===== src/rtl/clcs_pkg.sv =====
`timescale 1ns / 1ps
// ----------------------------------------------------------------------------
// clcs_pkg
// Shared types and constants of the two-line character display cursor
// sequencer: display geometry, controller command bytes, operation kinds.
// ----------------------------------------------------------------------------
package clcs_pkg;

	localparam int ROW_WIDTH   = 16;
	localparam int TOTAL_CHARS = 32;

	localparam int POS_W  = $clog2(TOTAL_CHARS + 1);
	// longest expansion: line one, ROW_WIDTH cursor rights, left, space, left
	localparam int STEP_W = $clog2(ROW_WIDTH + 4);

	localparam int QDEPTH = 4;
	localparam int QPTR_W = $clog2(QDEPTH);
	localparam int QCNT_W = $clog2(QDEPTH + 1);

	localparam logic [7:0] CMD_CLEAR     = 8'h01;
	localparam logic [7:0] CMD_HOME      = 8'h02;
	localparam logic [7:0] CMD_CUR_LEFT  = 8'h10;
	localparam logic [7:0] CMD_CUR_RIGHT = 8'h14;
	localparam logic [7:0] CMD_LINE_ONE  = 8'h80;
	localparam logic [7:0] CMD_LINE_TWO  = 8'hC0;
	localparam logic [7:0] SPACE_CODE    = 8'h20;

	typedef enum logic [2:0] {
		OP_CLEAR      = 3'd0,
		OP_PUT        = 3'd1,
		OP_PUT_LINE2  = 3'd2,
		OP_PUT_HOME   = 3'd3,
		OP_ERASE      = 3'd4,
		OP_ERASE_WRAP = 3'd5
	} op_kind_t;

	typedef struct packed {
		op_kind_t   kind;
		logic [7:0] code;
	} op_t;

endpackage


===== src/rtl/char_lcd_cursor_sequencer.sv =====
`timescale 1ns / 1ps
// ----------------------------------------------------------------------------
// char_lcd_cursor_sequencer
// Turns characters and clear requests into controller command and data bytes
// for a two-line character display, tracking the cursor position.
//
// channel  dir  tdata            tuser        tlast
// s_*      in   [7:0] char_code  [0] action   -
// m_*      out  [7:0] byte_value [0] is_data  last
// cfg_*    in   cfg_wr_data = backspace code, written when cfg_wr_en
//
// One byte leaves per cycle unless the output stalls; an item yields 0 to
// ROW_WIDTH + 4 bytes, set by the back end's step counter.
// Input is taken whenever the 4-entry operation queue has room.
// Reset clears position, backspace code, queue and output register.
// A stalled output holds its byte; the back end waits, the front keeps filling.
// ----------------------------------------------------------------------------
module char_lcd_cursor_sequencer
	import clcs_pkg::*;
(
	input  logic        clk,
	input  logic        arst_n,
	input  logic        cfg_wr_en,
	input  logic [7:0]  cfg_wr_data,
	input  logic        s_tvalid,
	output logic        s_tready,
	input  logic [7:0]  s_tdata,   // [7:0] char_code
	input  logic [0:0]  s_tuser,   // [0] action
	output logic        m_tvalid,
	input  logic        m_tready,
	output logic [7:0]  m_tdata,   // [7:0] byte_value
	output logic [0:0]  m_tuser,   // [0] is_data
	output logic        m_tlast
);

	logic push;
	op_t  push_op;
	logic q_full;
	logic pop;
	logic head_valid;
	op_t  head_op;

	clcs_front u_front (
		.clk         (clk),
		.arst_n      (arst_n),
		.cfg_wr_en   (cfg_wr_en),
		.cfg_wr_data (cfg_wr_data),
		.in_valid    (s_tvalid),
		.in_ready    (s_tready),
		.in_action   (s_tuser[0]),
		.in_code     (s_tdata),
		.q_full      (q_full),
		.push        (push),
		.push_op     (push_op)
	);

	clcs_queue u_queue (
		.clk        (clk),
		.arst_n     (arst_n),
		.push       (push),
		.push_op    (push_op),
		.full       (q_full),
		.pop        (pop),
		.head_valid (head_valid),
		.head_op    (head_op)
	);

	clcs_back u_back (
		.clk         (clk),
		.arst_n      (arst_n),
		.head_valid  (head_valid),
		.head_op     (head_op),
		.pop         (pop),
		.out_valid   (m_tvalid),
		.out_ready   (m_tready),
		.out_is_data (m_tuser[0]),
		.out_byte    (m_tdata),
		.out_last    (m_tlast)
	);

endmodule


===== src/rtl/clcs_front.sv =====
`timescale 1ns / 1ps
// ----------------------------------------------------------------------------
// clcs_front
// Accepts input items, tracks the cursor position and turns each item into
// at most one operation for the back end. Holds the backspace code register.
// ----------------------------------------------------------------------------
module clcs_front
	import clcs_pkg::*;
(
	input  logic       clk,
	input  logic       arst_n,
	input  logic       cfg_wr_en,
	input  logic [7:0] cfg_wr_data,
	input  logic       in_valid,
	output logic       in_ready,
	input  logic       in_action,
	input  logic [7:0] in_code,
	input  logic       q_full,
	output logic       push,
	output op_t        push_op
);

	logic [7:0]       bs_code_q;
	logic [POS_W-1:0] pos_q;
	logic [POS_W-1:0] pos_next;
	logic             drop;
	logic             accept;

	assign in_ready = !q_full;
	assign accept   = in_valid && in_ready;
	assign push     = accept && !drop;

	always_comb begin
		push_op.kind = OP_PUT;
		push_op.code = in_code;
		pos_next     = pos_q + POS_W'(1);
		drop         = 1'b0;
		if (in_action) begin
			push_op.kind = OP_CLEAR;
			pos_next     = '0;
		end else if (in_code == bs_code_q) begin
			pos_next = pos_q - POS_W'(1);
			if (pos_q == '0) begin
				// nothing to erase: drop the item
				drop     = 1'b1;
				pos_next = pos_q;
			end else if (pos_q == POS_W'(ROW_WIDTH)) begin
				push_op.kind = OP_ERASE_WRAP;
			end else begin
				push_op.kind = OP_ERASE;
			end
		end else if (pos_q == POS_W'(ROW_WIDTH)) begin
			push_op.kind = OP_PUT_LINE2;
		end else if (pos_q >= POS_W'(TOTAL_CHARS)) begin
			push_op.kind = OP_PUT_HOME;
			pos_next     = POS_W'(1);
		end
	end

	always_ff @(posedge clk or negedge arst_n) begin
		if (!arst_n) begin
			bs_code_q <= '0;
			pos_q     <= '0;
		end else begin
			if (cfg_wr_en) begin
				bs_code_q <= cfg_wr_data;
			end
			if (accept) begin
				pos_q <= pos_next;
			end
		end
	end

endmodule


===== src/rtl/clcs_queue.sv =====
`timescale 1ns / 1ps
// ----------------------------------------------------------------------------
// clcs_queue
// Short operation queue between the front end and the back end.
// ----------------------------------------------------------------------------
module clcs_queue
	import clcs_pkg::*;
(
	input  logic clk,
	input  logic arst_n,
	input  logic push,
	input  op_t  push_op,
	output logic full,
	input  logic pop,
	output logic head_valid,
	output op_t  head_op
);

	op_t               mem_q [QDEPTH];
	logic [QPTR_W-1:0] wr_ptr_q;
	logic [QPTR_W-1:0] rd_ptr_q;
	logic [QCNT_W-1:0] count_q;

	assign full       = (count_q == QCNT_W'(QDEPTH));
	assign head_valid = (count_q != '0);
	assign head_op    = mem_q[rd_ptr_q];

	always_ff @(posedge clk) begin
		if (push) begin
			mem_q[wr_ptr_q] <= push_op;
		end
	end

	always_ff @(posedge clk or negedge arst_n) begin
		if (!arst_n) begin
			wr_ptr_q <= '0;
			rd_ptr_q <= '0;
			count_q  <= '0;
		end else begin
			if (push) begin
				wr_ptr_q <= wr_ptr_q + QPTR_W'(1);
			end
			if (pop) begin
				rd_ptr_q <= rd_ptr_q + QPTR_W'(1);
			end
			case ({push, pop})
				2'b10:   count_q <= count_q + QCNT_W'(1);
				2'b01:   count_q <= count_q - QCNT_W'(1);
				default: count_q <= count_q;
			endcase
		end
	end

	a_no_push_full: assert property (@(posedge clk) disable iff (!arst_n)
		full |-> !push)
		else $error("push into full operation queue");

	a_no_pop_empty: assert property (@(posedge clk) disable iff (!arst_n)
		pop |-> head_valid)
		else $error("pop from empty operation queue");

endmodule


===== src/rtl/clcs_back.sv =====
`timescale 1ns / 1ps
// ----------------------------------------------------------------------------
// clcs_back
// Expands the operation at the queue head into controller bytes, one per
// cycle unless stalled, into an output register the downstream side drains.
// ----------------------------------------------------------------------------
module clcs_back
	import clcs_pkg::*;
(
	input  logic       clk,
	input  logic       arst_n,
	input  logic       head_valid,
	input  op_t        head_op,
	output logic       pop,
	output logic       out_valid,
	input  logic       out_ready,
	output logic       out_is_data,
	output logic [7:0] out_byte,
	output logic       out_last
);

	localparam int WRAP_LEAD = ROW_WIDTH + 1;

	logic [STEP_W-1:0] step_q;
	logic              out_valid_q;
	logic              out_is_data_q;
	logic [7:0]        out_byte_q;
	logic              out_last_q;
	logic              load;
	logic              gen_is_data;
	logic [7:0]        gen_byte;
	logic              gen_last;

	assign load      = head_valid && (!out_valid_q || out_ready);
	assign pop       = load && gen_last;
	assign out_valid = out_valid_q;
	assign out_is_data = out_is_data_q;
	assign out_byte  = out_byte_q;
	assign out_last  = out_last_q;

	always_comb begin
		logic [STEP_W-1:0] erase_idx;
		logic              in_erase;
		erase_idx   = step_q;
		in_erase    = 1'b0;
		gen_is_data = 1'b0;
		gen_byte    = CMD_CLEAR;
		gen_last    = 1'b1;
		case (head_op.kind)
			OP_CLEAR: begin
				gen_byte = CMD_CLEAR;
			end
			OP_PUT: begin
				gen_is_data = 1'b1;
				gen_byte    = head_op.code;
			end
			OP_PUT_LINE2, OP_PUT_HOME: begin
				if (step_q == '0) begin
					gen_byte = (head_op.kind == OP_PUT_LINE2) ? CMD_LINE_TWO : CMD_HOME;
					gen_last = 1'b0;
				end else begin
					gen_is_data = 1'b1;
					gen_byte    = head_op.code;
				end
			end
			OP_ERASE: begin
				in_erase = 1'b1;
			end
			OP_ERASE_WRAP: begin
				// walk the cursor to the end of line one, then erase
				gen_last = 1'b0;
				if (step_q == '0) begin
					gen_byte = CMD_LINE_ONE;
				end else if (step_q <= STEP_W'(ROW_WIDTH)) begin
					gen_byte = CMD_CUR_RIGHT;
				end else begin
					in_erase  = 1'b1;
					erase_idx = step_q - STEP_W'(WRAP_LEAD);
				end
			end
			default: begin
				gen_byte = CMD_CLEAR;
			end
		endcase
		if (in_erase) begin
			gen_last = 1'b0;
			if (erase_idx == STEP_W'(1)) begin
				gen_is_data = 1'b1;
				gen_byte    = SPACE_CODE;
			end else begin
				gen_is_data = 1'b0;
				gen_byte    = CMD_CUR_LEFT;
				gen_last    = (erase_idx == STEP_W'(2));
			end
		end
	end

	always_ff @(posedge clk) begin
		if (load) begin
			out_is_data_q <= gen_is_data;
			out_byte_q    <= gen_byte;
			out_last_q    <= gen_last;
		end
	end

	always_ff @(posedge clk or negedge arst_n) begin
		if (!arst_n) begin
			out_valid_q <= 1'b0;
			step_q      <= '0;
		end else begin
			if (load) begin
				out_valid_q <= 1'b1;
			end else if (out_ready) begin
				out_valid_q <= 1'b0;
			end
			if (load) begin
				step_q <= gen_last ? '0 : step_q + STEP_W'(1);
			end
		end
	end

	a_step_needs_head: assert property (@(posedge clk) disable iff (!arst_n)
		(step_q != '0) |-> head_valid)
		else $error("step counter running without an operation");

	a_step_bound: assert property (@(posedge clk) disable iff (!arst_n)
		step_q <= STEP_W'(ROW_WIDTH + 3))
		else $error("step counter past longest expansion");

	a_last_restarts: assert property (@(posedge clk) disable iff (!arst_n)
		pop |=> (step_q == '0))
		else $error("step counter not cleared after last byte");

endmodule


===== config.mk =====
export PLATFORM = sky130hd
export DESIGN_NAME = char_lcd_cursor_sequencer
export DESIGN_NICKNAME = d
export VERILOG_FILES = /design/src/rtl/clcs_pkg.sv /design/src/rtl/char_lcd_cursor_sequencer.sv /design/src/rtl/clcs_front.sv /design/src/rtl/clcs_queue.sv /design/src/rtl/clcs_back.sv
export SDC_FILE = /design/constraint.sdc
export NUM_CORES = 1
export LEC_CHECK = 0
export BUFFER_PORTS_ARGS = -buffer_cell sky130_fd_sc_hd__buf_4
export CAP_MARGIN = 20
export CORE_MARGIN = 1
export CORE_UTILIZATION = 59
export DETAILED_ROUTE_END_ITERATION = 8
export PLACE_DENSITY = 0.79
export SETUP_SLACK_MARGIN = 0.2
export SLEW_MARGIN = 40
export SYNTH_ARGS = -nofsm -noshare
export SYNTH_HDL_FRONTEND = slang
export SYNTH_HIERARCHICAL = 1
export SYNTH_SLANG_ARGS = --single-unit

===== constraint.sdc =====
create_clock -name clk -period 3.85 [get_ports clk]
set_input_delay 0.1925 -clock clk [delete_from_list [all_inputs] [get_ports clk]]
set_output_delay 0.1925 -clock clk [all_outputs]
set_load 0.005 [all_outputs]

==> results of run 1 <==
cell usage in the layout (no fill, tap or decap), types with 7 or more instances in the layout:
master	n
dfrtp_1	27
and2_1	7
inv_1	13
nand2_1	19
clkbuf_8	11
ha_1	13
buf_4	35
a21oi_1	8
xnor2_1	12
edfxtp_1	54
o21ai_1	8
nor2_1	10
mux4_2	8
nor3_1	8
mux2_2	9
metrics by stage:
step / hold slack (ps) / cells / power (uW)
final: 63.24 / 409 / 3262
after global routing: 52.34 / 409 / 3469
after floorplan: -103.1 / 296 / 2280
after detailed placement: 135.7 / 392 / 2624
after CTS: 49.60 / 409 / 3274
after global placement: 134.1 / 392 / 2588
power by group:
| group | total [uW] | switching (uW) | internal [uW] | leakage [uW] |
|---|---|---|---|---|
| clock | 648 | 298 | 350 | 0.000109 |
| combinational | 1280 | 696 | 581 | 0.000775 |
| sequential | 1340 | 133 | 1200 | 0.000839 |
| total | 3260 | 1130 | 2130 | 0.00172 |
worst max-delay path: cells and delay by family (launching register included):
family | cells | cell delay, ps
xor+xnor | 2 | 320
simple gates | 4 | 540
flops | 1 | 430
fa+ha+maj | 4 | 1070
buf+inv | 2 | 240
compound gates | 2 | 590
sequential cells by signal (all words and copies together) (netlist names):
register / count
u_front/bs_code_q: 8
u_back/out_last: 1
u_back/out_byte: 8
u_back/out_valid: 1
u_back/step_q: 5
u_queue/rd_ptr_q: 2
u_front/pos_q: 6
u_queue/count_q: 3
u_queue/mem_q: 44
u_queue/wr_ptr_q: 2
u_back/out_is_data: 1
cell type report:
cell class / count / area share [%]
clock buffer: 14 / 4.544
multi-input combinational: 186 / 34.97
clock inverter: 2 / 0.3602
timing repair buffer: 36 / 6.040
tap: 77 / 2.134
sequential: 81 / 50.87
inverter: 13 / 1.081
per-layer routing:
metal | GRT usage [%] | share of wire [%] | vias to the layer above
li1 | - | - | 1171
met1 | 30.53 | 43 | 1180
met2 | 36.66 | 50 | 99
met3 | 3.441 | 5.5 | 10
met4 | 10.17 | 1.6 | 0
met5 | 0 | 0 | -
Yosys cell counts (all sizes together), types with 2 or more instances:
master,n
edfxtp,54
dfrtp,27
nand2,19
buf,15
ha,13
inv,13
o21ai,12
xnor2,12
mux4,11
nor2,11
nor3,11
mux2,10
a21oi,9
and2,7
nand2b,7
nand3,6
nor2b,4
xor2,4
a22o,3
a31oi,3
nand3b,3
nand4,3
o31ai,3
or3,3
a211oi,2
a2bb2oi,2
a41o,2
and4,2
nor3b,2
o21bai,2
o22ai,2
o41ai,2
cells by family (layout without fill, tap and decap cells):
logic type	after synthesis	count (layout)
compound gates	50	50
xor+xnor	16	16
fa+ha+maj	14	14
buf+inv	29	65
flops	81	81
mux	22	22
simple gates	84	84
final timing paths:
check / start / end / slack [ps] / depth (start not counted)
max in group asynchronous: arst_n / u_front/pos_q[2] / 3260 / 2
min in group asynchronous: arst_n / u_queue/count_q[0] / 310 / 2
hold / removal: s_tdata[5] / u_queue/mem_q[2][5] / 60 / 1
hold reg to reg: u_queue/count_q[2] / u_queue/count_q[2] / 490 / 1
setup reg to reg: u_back/step_q[0] / u_queue/count_q[2] / 550 / 14
setup / recovery: u_back/step_q[0] / u_queue/count_q[2] / 550 / 14
==> results.md, run 1 <==
- Outcome: finished clean
- Most frequent cell on the critical path: ha_1
- Die H: ~85 um
- Initial Utilization: about 62%
- Via Count: around 2500
- DRT Pass-1 Iters: 6
- Synth Cell Area: 4030 um2
- GP Congestion: 0.9386
- Yosys top cell area share: between 40% and 50%
- Pleak: 0.001724 uW
- Power per Cell Area: approximately 720 nW/um2
- Post-detail-place hpwl: around 5300 um
- Worst-Skew Late Latency: between 300 and 400 ps
- Critical path launch point type: register
- Initial antenna violation count: 0
- Routed vias/inst: approximately 6.0
- Final net count: about 360
- Post-Synth XOR/XNOR Area: ~3.5%
- H-tree lvl count: 3
- Fmax: 302.6 MHz
- CP Class: reg -> reg
- Area grow syn2layout: 12.05%
- Simple-gate share of the synthesized area: between 10% and 20%
- Core Region: roughly 6500 um2
- Max IR drop VDD: 0.3668 mV
- Post-place setup slack: 588.6 ps
- Crit-path max cell delay: 430 ps
- Post-synthesis register bit count: slightly above 80
- CTS Root Cell: clkbuf_8
- Worst slew pin tran: 730.6 ps
- Placed Area: 4284 um2
- CTS tree: done
- Arrival time at the worst endpoint: about 3500 ps
- IO Port Bufs: 33
- Post-CTS sizing: 0
- Filler cells: between 400 and 500
- CP cell instances: inv_1 -> ha_1 -> nand2_1 -> inv_1 -> ha_1 -> nand2_1 -> o21ai_1 -> o21ai_4 -> and2_1 -> ha_1 -> fa_1 -> xnor2_1 -> nor2_1 -> xor2_1
- Largest net degree at the start of global routing: 28
- Critical path peak fanout: 8
- DRC: 0
- Final setup viols: 0
- Compound-Gate Fraction of Synth Area: a little under a tenth
- Layout Utilization: a little over two thirds
- Fin crit share: roughly 86%
- Cell Rows: 29
- Final wirelength: between 7000 and 8000 um
- Grt total ovfl: 0
- Mux contribution to synthesized area: approximately a tenth
- Post-DRT Antenna Nets: 0
- # diodes: 0
- Die area: a little over 7000 um2
- Longest Clk Path Bufs: 2
- Crit path max-delay cell type: dfrtp_1
- CP required: about 4100 ps
- Layout Skew: between 10 and 15 ps
- Wire length per cell: roughly 18 um
- Top_reg_cell synth: edfxtp_1
- Sequential share of the synthesized area: 57.00%
- Count of unique library cells instantiated by Yosys: 64
- Largest family of logic cells by synthesized area: simple AND/OR/NAND/NOR gates
- Fin crit period: 3304 ps
- Asr flop ratio synth: between 30% and 40%
- IO Pins: 34
- Synth warnings: 6
- Crit path capture type: register
- Syn Inst Count: around 300
- Vias in the first global route: ~2500
- Setup ws final: 545.6 ps
- Post-CTS Setup Bufs: 0
- Hold Buf Count CTS: 1
- Rel. slew slack: 51.29%
- Top post-synthesis cells by area: edfxtp_1 (40%), dfrtp_1 (17%), mux4_2 (4.5%)
- Synth area leader: edfxtp_1
- RSZ-0062 raised after global routing: no
- Clock transition at path regs: about 90 ps
- Synth Area in Adders: between 4 and 5%
- Min-delay worst type: in -> reg
- Cell area after layout: 4516 um2
- Final hold vios: 0
- Num CTS Buffers: 9
- Share of cells above drive strength 1: between 20% and 30%
- Syn nets: 332
- Maxcap violations: 0
- Drt initial violations: 118
- Synthesized area per cell: between 10 and 15 um2
- Global Route Usage Sum: 22.58%
- EDFF count, synth: 54
- Global-route wire length before repair: around 12000 um
- Reg area: ~2300 um2
- Multi-input gate area: around 1600 um2
- CTS sink count: ~80
- Slew Limit Fails: 0
- Horiz. Die Dim: ~85 um
- Setup_tns: 0 ps
(Power assumes the default switching activity.)
==> run 2, diff against run 1 <==
--- a/config.mk
+++ b/config.mk
@@ -8,12 +8,11 @@
 export BUFFER_PORTS_ARGS = -buffer_cell sky130_fd_sc_hd__buf_4
 export CAP_MARGIN = 20
 export CORE_MARGIN = 1
-export CORE_UTILIZATION = 59
+export CORE_UTILIZATION = 60
 export DETAILED_ROUTE_END_ITERATION = 8
-export PLACE_DENSITY = 0.79
+export PLACE_DENSITY = 0.84
 export SETUP_SLACK_MARGIN = 0.2
 export SLEW_MARGIN = 40
 export SYNTH_ARGS = -nofsm -noshare
 export SYNTH_HDL_FRONTEND = slang
-export SYNTH_HIERARCHICAL = 1
 export SYNTH_SLANG_ARGS = --single-unit
==> results.md, run 2 <==
- CP Class: reg -> reg (unchanged)
- Critical path peak fanout: 9 (was 8)
- Area grow syn2layout: 13.34% (was 12.05%)
- Post-synthesis register bit count: 81 (unchanged)
- Global-route wire length before repair: 12790 um (was 12160 um)
- Slew Limit Fails: 0 (unchanged)
- Final setup viols: 0 (unchanged)
- Synth Cell Area: 4128 um2 (was 4030 um2)
- Asr flop ratio synth: 33.33% (unchanged)
- Initial antenna violation count: 0 (unchanged)
- Power per Cell Area: 729.9 nW/um2 (was 722.5 nW/um2)
- Wire length per cell: 16.57 um (was 17.79 um)
- Vias in the first global route: 2671 (was 2519)
- Fmax: 294.9 MHz (was 302.6 MHz)
- Final wirelength: 7423 um (was 7275 um)
- DRT Pass-1 Iters: 7 (was 6)
- Core Region: 6495 um2 (was 6459 um2)
- Top reg by flops: u_queue.mem_q (was u_queue/mem_q)
- Top_reg_cell synth: edfxtp_1 (unchanged)
- IO Port Bufs: 33 (unchanged)
- Die area: 7215 um2 (was 7166 um2)
- Min-delay worst type: in -> reg (unchanged)
- Max reg flops: 44 (unchanged)
- Fin crit share: 88.09% (was 85.83%)
- Routed vias/inst: 5.980 (was 6.015)
- EDFF count, synth: 54 (unchanged)
- Failing checks: DRC
- Most frequent cell after synthesis: edfxtp_1 (unchanged)
- Share of cells above drive strength 1: 25.34% (was 24.40%)
- CTS Root Cell: clkbuf_8 (unchanged)
- Clock transition at path regs: 80 ps (was 90 ps)
- Commonest non-fill, non-tap cell in the layout: edfxtp_1 (unchanged)
- Die H: 84.94 um (was 84.65 um)
- Final net count: 402 (was 363)
- Largest net degree at the start of global routing: 28 (unchanged)
- Critical path launch point type: register (unchanged)
- RSZ-0062 raised after global routing: no (unchanged)
- DRC: 3 (was 0)
- Cell Rows: 29 (unchanged)
- Syn Inst Count: 327 (was 296)
- Placed Area: 4457 um2 (was 4284 um2)
- Drt initial violations: 165 (was 118)
- Arrival time at the worst endpoint: 3670 ps (was 3540 ps)
- Worst slew pin tran: 732.7 ps (was 730.6 ps)
- Cell area after layout: 4678 um2 (was 4516 um2)
- Syn nets: 363 (was 332)
- Yosys top cell area share: 39.28% (was 40.24%)
- Worst-Skew Late Latency: 360 ps (was 350 ps)
- Via Count: 2679 (was 2460)
- # diodes: 0 (unchanged)
- Global Route Usage Sum: 23.30% (was 22.58%)
- Initial Utilization: 63.55% (was 62.40%)
- Count of unique library cells instantiated by Yosys: 56 (was 64)
- Synth cell count leaders: edfxtp_1 (54), dfrtp_1 (27), inv_1 (26) (was edfxtp_1 (54), dfrtp_1 (27), nand2_1 (19))
- Post-DRT Antenna Nets: 0 (unchanged)
- Outcome: finished with violations (was finished clean)
- Maxcap violations: 0 (unchanged)
- CTS sink count: 81 (unchanged)
- H-tree lvl count: 3 (unchanged)
- Setup_tns: 0 ps (unchanged)
- Top post-synthesis cells by area: edfxtp_1 (39%), dfrtp_1 (16%), mux4_2 (6.0%) (was edfxtp_1 (40%), dfrtp_1 (17%), mux4_2 (4.5%))
- CTS tree: done (unchanged)
- Post-detail-place hpwl: 5187 um (was 5252 um)
- Layout Skew: 9.011 ps (was 14.92 ps)
- Fin crit period: 3391 ps (was 3304 ps)
- Synth warnings: 0 (was 6)
- Grt total ovfl: 0 (unchanged)
- Most frequent cells in the layout: edfxtp_1 (54), buf_4 (42), inv_1 (25), dfrtp_1 (25), nand2_1 (23) (was edfxtp_1 (54), buf_4 (35), dfrtp_1 (27), nand2_1 (19))
- Longest Clk Path Bufs: 2 (unchanged)
- CP required: 4120 ps (was 4090 ps)
- Layout Utilization: 72.03% (was 69.91%)
- Sequential share of the synthesized area: 55.65% (was 57.00%)
- Pleak: 0.001793 uW (was 0.001724 uW)
- GP Congestion: 0.8226 (was 0.9386)
- Final hold vios: 0 (unchanged)
- Rel. slew slack: 50.97% (was 51.29%)
- Synthesized area per cell: 12.62 um2 (was 13.62 um2)
- Crit path capture type: register (unchanged)
- IO Pins: 34 (unchanged)
- Horiz. Die Dim: 84.94 um (was 84.65 um)
- Synth area leader: edfxtp_1 (unchanged)
- Max IR drop VDD: 0.4648 mV (was 0.3668 mV)
- Num CTS Buffers: 9 (unchanged)
-- run 2: changes by cell type after synthesis, moves of 6 or more --
cell / before / now
inv_1: 13 / 26
clkbuf_1: 1 / 8
and2_1: 7 / 0
nor2_1: 10 / 17
o21ai_1: 8 / 2
buf_4: 8 / 2
o21ai_0: 3 / 10
-- run 2: per-layer routing --
metal  GRT usage [%]  part of all wire, %  wire (um)
met1           30.69                   43       3190
met4           8.320                  2.0        147
met2           37.39                   49       3658
met3           6.615                  5.7        426
met5               0                    0          0
-- run 2: path summary, 6_finish.rpt --
| path | slack, ps | startpoint | to | depth (start not counted) |
|---|---|---|---|---|
| worst max-delay path | 460 | u_back.step_q[0] | u_queue.count_q[2] | 16 |
| worst min-delay path | 50 | s_tdata[0] | u_queue.mem_q[3][0] | 1 |
| worst max register to register | 460 | u_back.step_q[0] | u_queue.count_q[2] | 16 |
| worst min register to register | 530 | u_queue.count_q[2] | u_queue.count_q[2] | 1 |
| max in group asynchronous | 3270 | arst_n | u_back.step_q[1] | 2 |
| min in group asynchronous | 290 | arst_n | u_back.step_q[4] | 2 |
-- run 2: per-stage QoR --
stage	hold slack [ps]	std cells	power, uW	setup WS [ps]
after floorplan	-103.1	327	2401	649.0
after global placement	145.9	430	2719	519.9
after detailed placement	137.4	430	2786	299.5
after CTS	36.21	447	3405	278.2
after global routing	29.26	448	3662	192.9
final	49.05	448	3414	458.6
-- run 2: worst max-delay path, cell delays in order (launching register included) --
cell and delay, ps:
dfrtp_2 470, inv_2 100, ha_1 150, nand3_1 100, inv_1 80, ha_2 240, and3b_1 190, a22o_2 310
mux2i_2 250, o211ai_4 170, a21oi_2 200, ha_1 200, inv_1 60, fa_1 370, xor2_1 150, nor2_1 110
xor2_1 160
-- run 2: logic make-up (layout without fill, tap and decap cells) --
group / after synthesis / count (layout) / synth area share [%]
flip-flops: 81 / 81 / 55.65
XOR/XNOR: 17 / 17 / 3.607
adder cells (fa/ha/maj): 14 / 14 / 4.426
AND/OR/NAND/NOR: 90 / 90 / 11.49
AO/OA/AOI/OAI: 55 / 55 / 9.761
buffers and inverters: 41 / 85 / 4.183
multiplexers: 29 / 29 / 10.88
-- run 2: what timing repair did --
item                                    in CTS  in global routing
setup buffers                                0                  1
hold endpoints to repair                    27                  0
gates resized for setup                      0                  6
hold buffers                                 1                  0
endpoints found under the setup margin       0                  2
-- run 2: report_power, final --
| part | internal (uW) | switching, uW |
|---|---|---|
| Sequential | 1210 | 211 |
| Clock | 305 | 316 |
| Combinational | 668 | 701 |
| Total | 2190 | 1230 |
-- run 2: layout make-up --
type,count,area [um2]
flip-flops and latches,81,2300
fillers,429,1817
clock buffers,11,131.4
inverters,26,97.59
multi-input cells,205,1665
well taps,77,96.34
repair buffers,43,325.3
clock inverters,5,62.56
==> run 3, diff against run 2 <==
--- a/config.mk
+++ b/config.mk
@@ -9,6 +9,7 @@
 export CAP_MARGIN = 20
 export CORE_MARGIN = 1
 export CORE_UTILIZATION = 60
+export CTS_BUF_LIST = sky130_fd_sc_hd__clkbuf_4
 export DETAILED_ROUTE_END_ITERATION = 8
 export PLACE_DENSITY = 0.84
 export SETUP_SLACK_MARGIN = 0.2
==> results.md, run 3 (synthesis gave the netlist of run 2 again) <==
- Outcome: finished with violations (unchanged)
- Failing checks: DRC (unchanged)
- CP Class: reg -> reg (unchanged)
- Net Switching: 1227 uW (was 1228 uW)
- Largest net degree at the start of global routing: 28 (unchanged)
- Grt total ovfl: 0 (unchanged)
- Die area: 7215 um2 (unchanged)
- GP Congestion: 0.8226 (unchanged)
- Filler cells: 414 (was 429)
- Via Count: 2761 (was 2679)
- Crit path max-delay cell type: dfrtp_2 (unchanged)
- Clock transition at path regs: 130 ps (was 80 ps)
- Final setup viols: 0 (unchanged)
- Busiest grt layer: met2 (unchanged)
- Global-route wire length before repair: 13270 um (was 12790 um)
- Final wirelength: 7751 um (was 7423 um)
- Slew Limit Fails: 0 (unchanged)
- Combinational share of power: 42.2% (was 40.1%)
- IO Port Bufs: 33 (unchanged)
- Setup_tns: 0 ps (unchanged)
- Die H: 84.94 um (unchanged)
- Design internal power: 2122 uW (was 2186 uW)
- Met3 Use GR: 4.377% (was 6.615%)
- Pleak: 0.001843 uW (was 0.001793 uW)
- CP required: 4190 ps (was 4120 ps)
- Initial antenna violation count: 0 (unchanged)
- Arrival time at the worst endpoint: 3760 ps (was 3670 ps)
- M2 GR Usage: 38.71% (was 37.39%)
- Longest Clk Path Bufs: 2 (unchanged)
- Horiz. Die Dim: 84.94 um (unchanged)
- Crit-path max cell delay: 460 ps (was 470 ps)
- Placed cells: 430 (unchanged)
- Fmax: 292.9 MHz (was 294.9 MHz)
- Num CTS Buffers: 9 (unchanged)
- H-tree lvl count: 3 (unchanged)
- Core Region: 6495 um2 (unchanged)
- Share of cells above drive strength 1: 24.81% (was 25.34%)
- Most frequent cell on the critical path: inv_1
- Wire length per cell: 16.70 um (was 16.57 um)
- Met1 Use GR: 32.26% (was 30.69%)
- Fin crit period: 3414 ps (was 3391 ps)
- Initial Utilization: 63.55% (unchanged)
- CTS Root Cell: clkbuf_4 (was clkbuf_8)
- Worst-Skew Late Latency: 410 ps (was 360 ps)
- CTS sink count: 81 (unchanged)
- Most frequent cells in the layout: edfxtp_1 (54), buf_4 (42), inv_1 (26), dfrtp_1 (25), nand2_1 (23) (was edfxtp_1 (54), buf_4 (42), inv_1 (25), dfrtp_1 (25), nand2_1 (23))
- Reg area: 2300 um2 (unchanged)
- Maxcap violations: 0 (unchanged)
- Final hold vios: 0 (unchanged)
- Reg power frac: 42.4% (was 41.7%)
- Sw frac: 36.64% (was 35.97%)
- DRC: 3 (unchanged)
- Critical path peak fanout: 9 (unchanged)
- Max reg flops: 44 (unchanged)
- # diodes: 0 (unchanged)
- Critical path launch point type: register (unchanged)
- Final net count: 418 (was 402)
- Multi-input gate area: 1678 um2 (was 1665 um2)
- Rel. slew slack: 51.01% (was 50.97%)
- Drt initial violations: 194 (was 165)
- DRT Pass-1 Iters: 7 (unchanged)
- Max IR drop VDD: 0.4393 mV (was 0.4648 mV)
- IO Pins: 34 (unchanged)
- Top reg by flops: u_queue.mem_q (unchanged)
- Post-DRT Antenna Nets: 0 (unchanged)
- Commonest non-fill, non-tap cell in the layout: edfxtp_1 (unchanged)
- Routed vias/inst: 5.950 (was 5.980)
- Layout Utilization: 73.94% (was 72.03%)
- Layout Skew: 8.342 ps (was 9.011 ps)
- Post-detail-place hpwl: 5187 um (unchanged)
- Min-delay worst type: in -> reg (unchanged)
- Cell Rows: 29 (unchanged)
- Overall power: 3349 uW (was 3414 uW)
- CP cell instances: inv_1 -> ha_1 -> nand3_1 -> inv_1 -> ha_4 -> nor3b_1 -> a22o_2 -> mux2i_2 -> o211ai_4 -> a21oi_2 -> ha_1 -> inv_1 -> fa_1 -> xor2_1 -> nor2_1 -> xor2_1 (was inv_2 -> ha_1 -> nand3_1 -> inv_1 -> ha_2 -> and3b_1 -> a22o_2 -> mux2i_2 -> o211ai_4 -> a21oi_2 -> ha_1 -> inv_1 -> fa_1 -> xor2_1 -> nor2_1 -> xor2_1)
- CTS tree: done (unchanged)
- Power per Cell Area: 697.4 nW/um2 (was 729.9 nW/um2)
- Worst slew pin tran: 732.1 ps (was 732.7 ps)
- Crit path capture type: register (unchanged)
- Fin crit share: 88.68% (was 88.09%)
- Clk pwr share: 15.4% (was 18.2%)
- Post-place setup slack: 299.5 ps (unchanged)
- Minimum setup slack among reg-to-reg paths: 440 ps (was 460 ps)
- Global Route Usage Sum: 24.08% (was 23.30%)
- Vias in the first global route: 2776 (was 2671)
- RSZ-0062 raised after global routing: no (unchanged)
- Finished Layout Cells: 464 (was 448)
- Area grow syn2layout: 16.34% (was 13.34%)
- Setup ws final: 436.0 ps (was 458.6 ps)
## run 3: changes by cell type in the layout (fill, tap and decap cells not counted), sizes merged
cell,delta
dlygate4sd3,+16
## run 3: final cells by class
cell class	count	area share, %
Clock buffer	11	1.720
Clock inverter	5	1.303
Inverter	26	2.032
Multi-Input combinational cell	205	34.94
Sequential cell	81	47.89
Tap cell	77	2.006
Timing Repair Buffer	59	10.11
## run 3: power by group through the flow
stage | combinational [uW] | sequential, uW | clock (uW)
final | 1410 | 1420 | 515
after global routing | 1580 | 1450 | 557
after CTS | 1370 | 1420 | 525
after detailed placement | 1340 | 1440 | 0
after global placement | 1300 | 1420 | 0
after floorplan | 1060 | 1340 | 0
## run 3: through the flow
stage | hold slack, ps | area (um2)
after global placement | 145.9 | 4457
after floorplan | -103.1 | 4128
final | 67.07 | 4802
after global routing | 58.90 | 4802
after CTS | 41.75 | 4772
after detailed placement | 137.4 | 4457
## run 3: critical path: cells and delay by family, from the launching register on
kind,cells,cell delay [ps]
compound gates,3,620
simple gates,3,440
fa+ha+maj,4,970
buf+inv,3,240
mux,1,280
xor+xnor,2,320
flops,1,460
## run 3: layer usage
metal | wire [um] | vias to the layer above
met1 | 3350 | 1341
met5 | 0 | -
met3 | 401 | 14
li1 | - | 1309
met2 | 3860 | 97
met4 | 138 | 0
## run 3: worst paths after layout
check / startpoint / to / depth (start not counted)
min in group asynchronous: arst_n / u_back.step_q[2] / 2
min reg2reg: u_queue.count_q[2] / u_queue.count_q[2] / 1
max reg2reg: u_back.step_q[0] / u_queue.count_q[2] / 16
max: u_back.step_q[0] / u_queue.count_q[2] / 16
max in group asynchronous: arst_n / u_back.step_q[1] / 2
min: s_tuser / u_front.pos_q[2] / 2
## run 3: repair_timing
action / CTS / global route
setup endpoints to repair: 0 / 2
gates resized for setup: 0 / 7
hold buffers: 17 / 0
buffers inserted: 0 / 1
endpoints found under the hold margin: 67 / 0
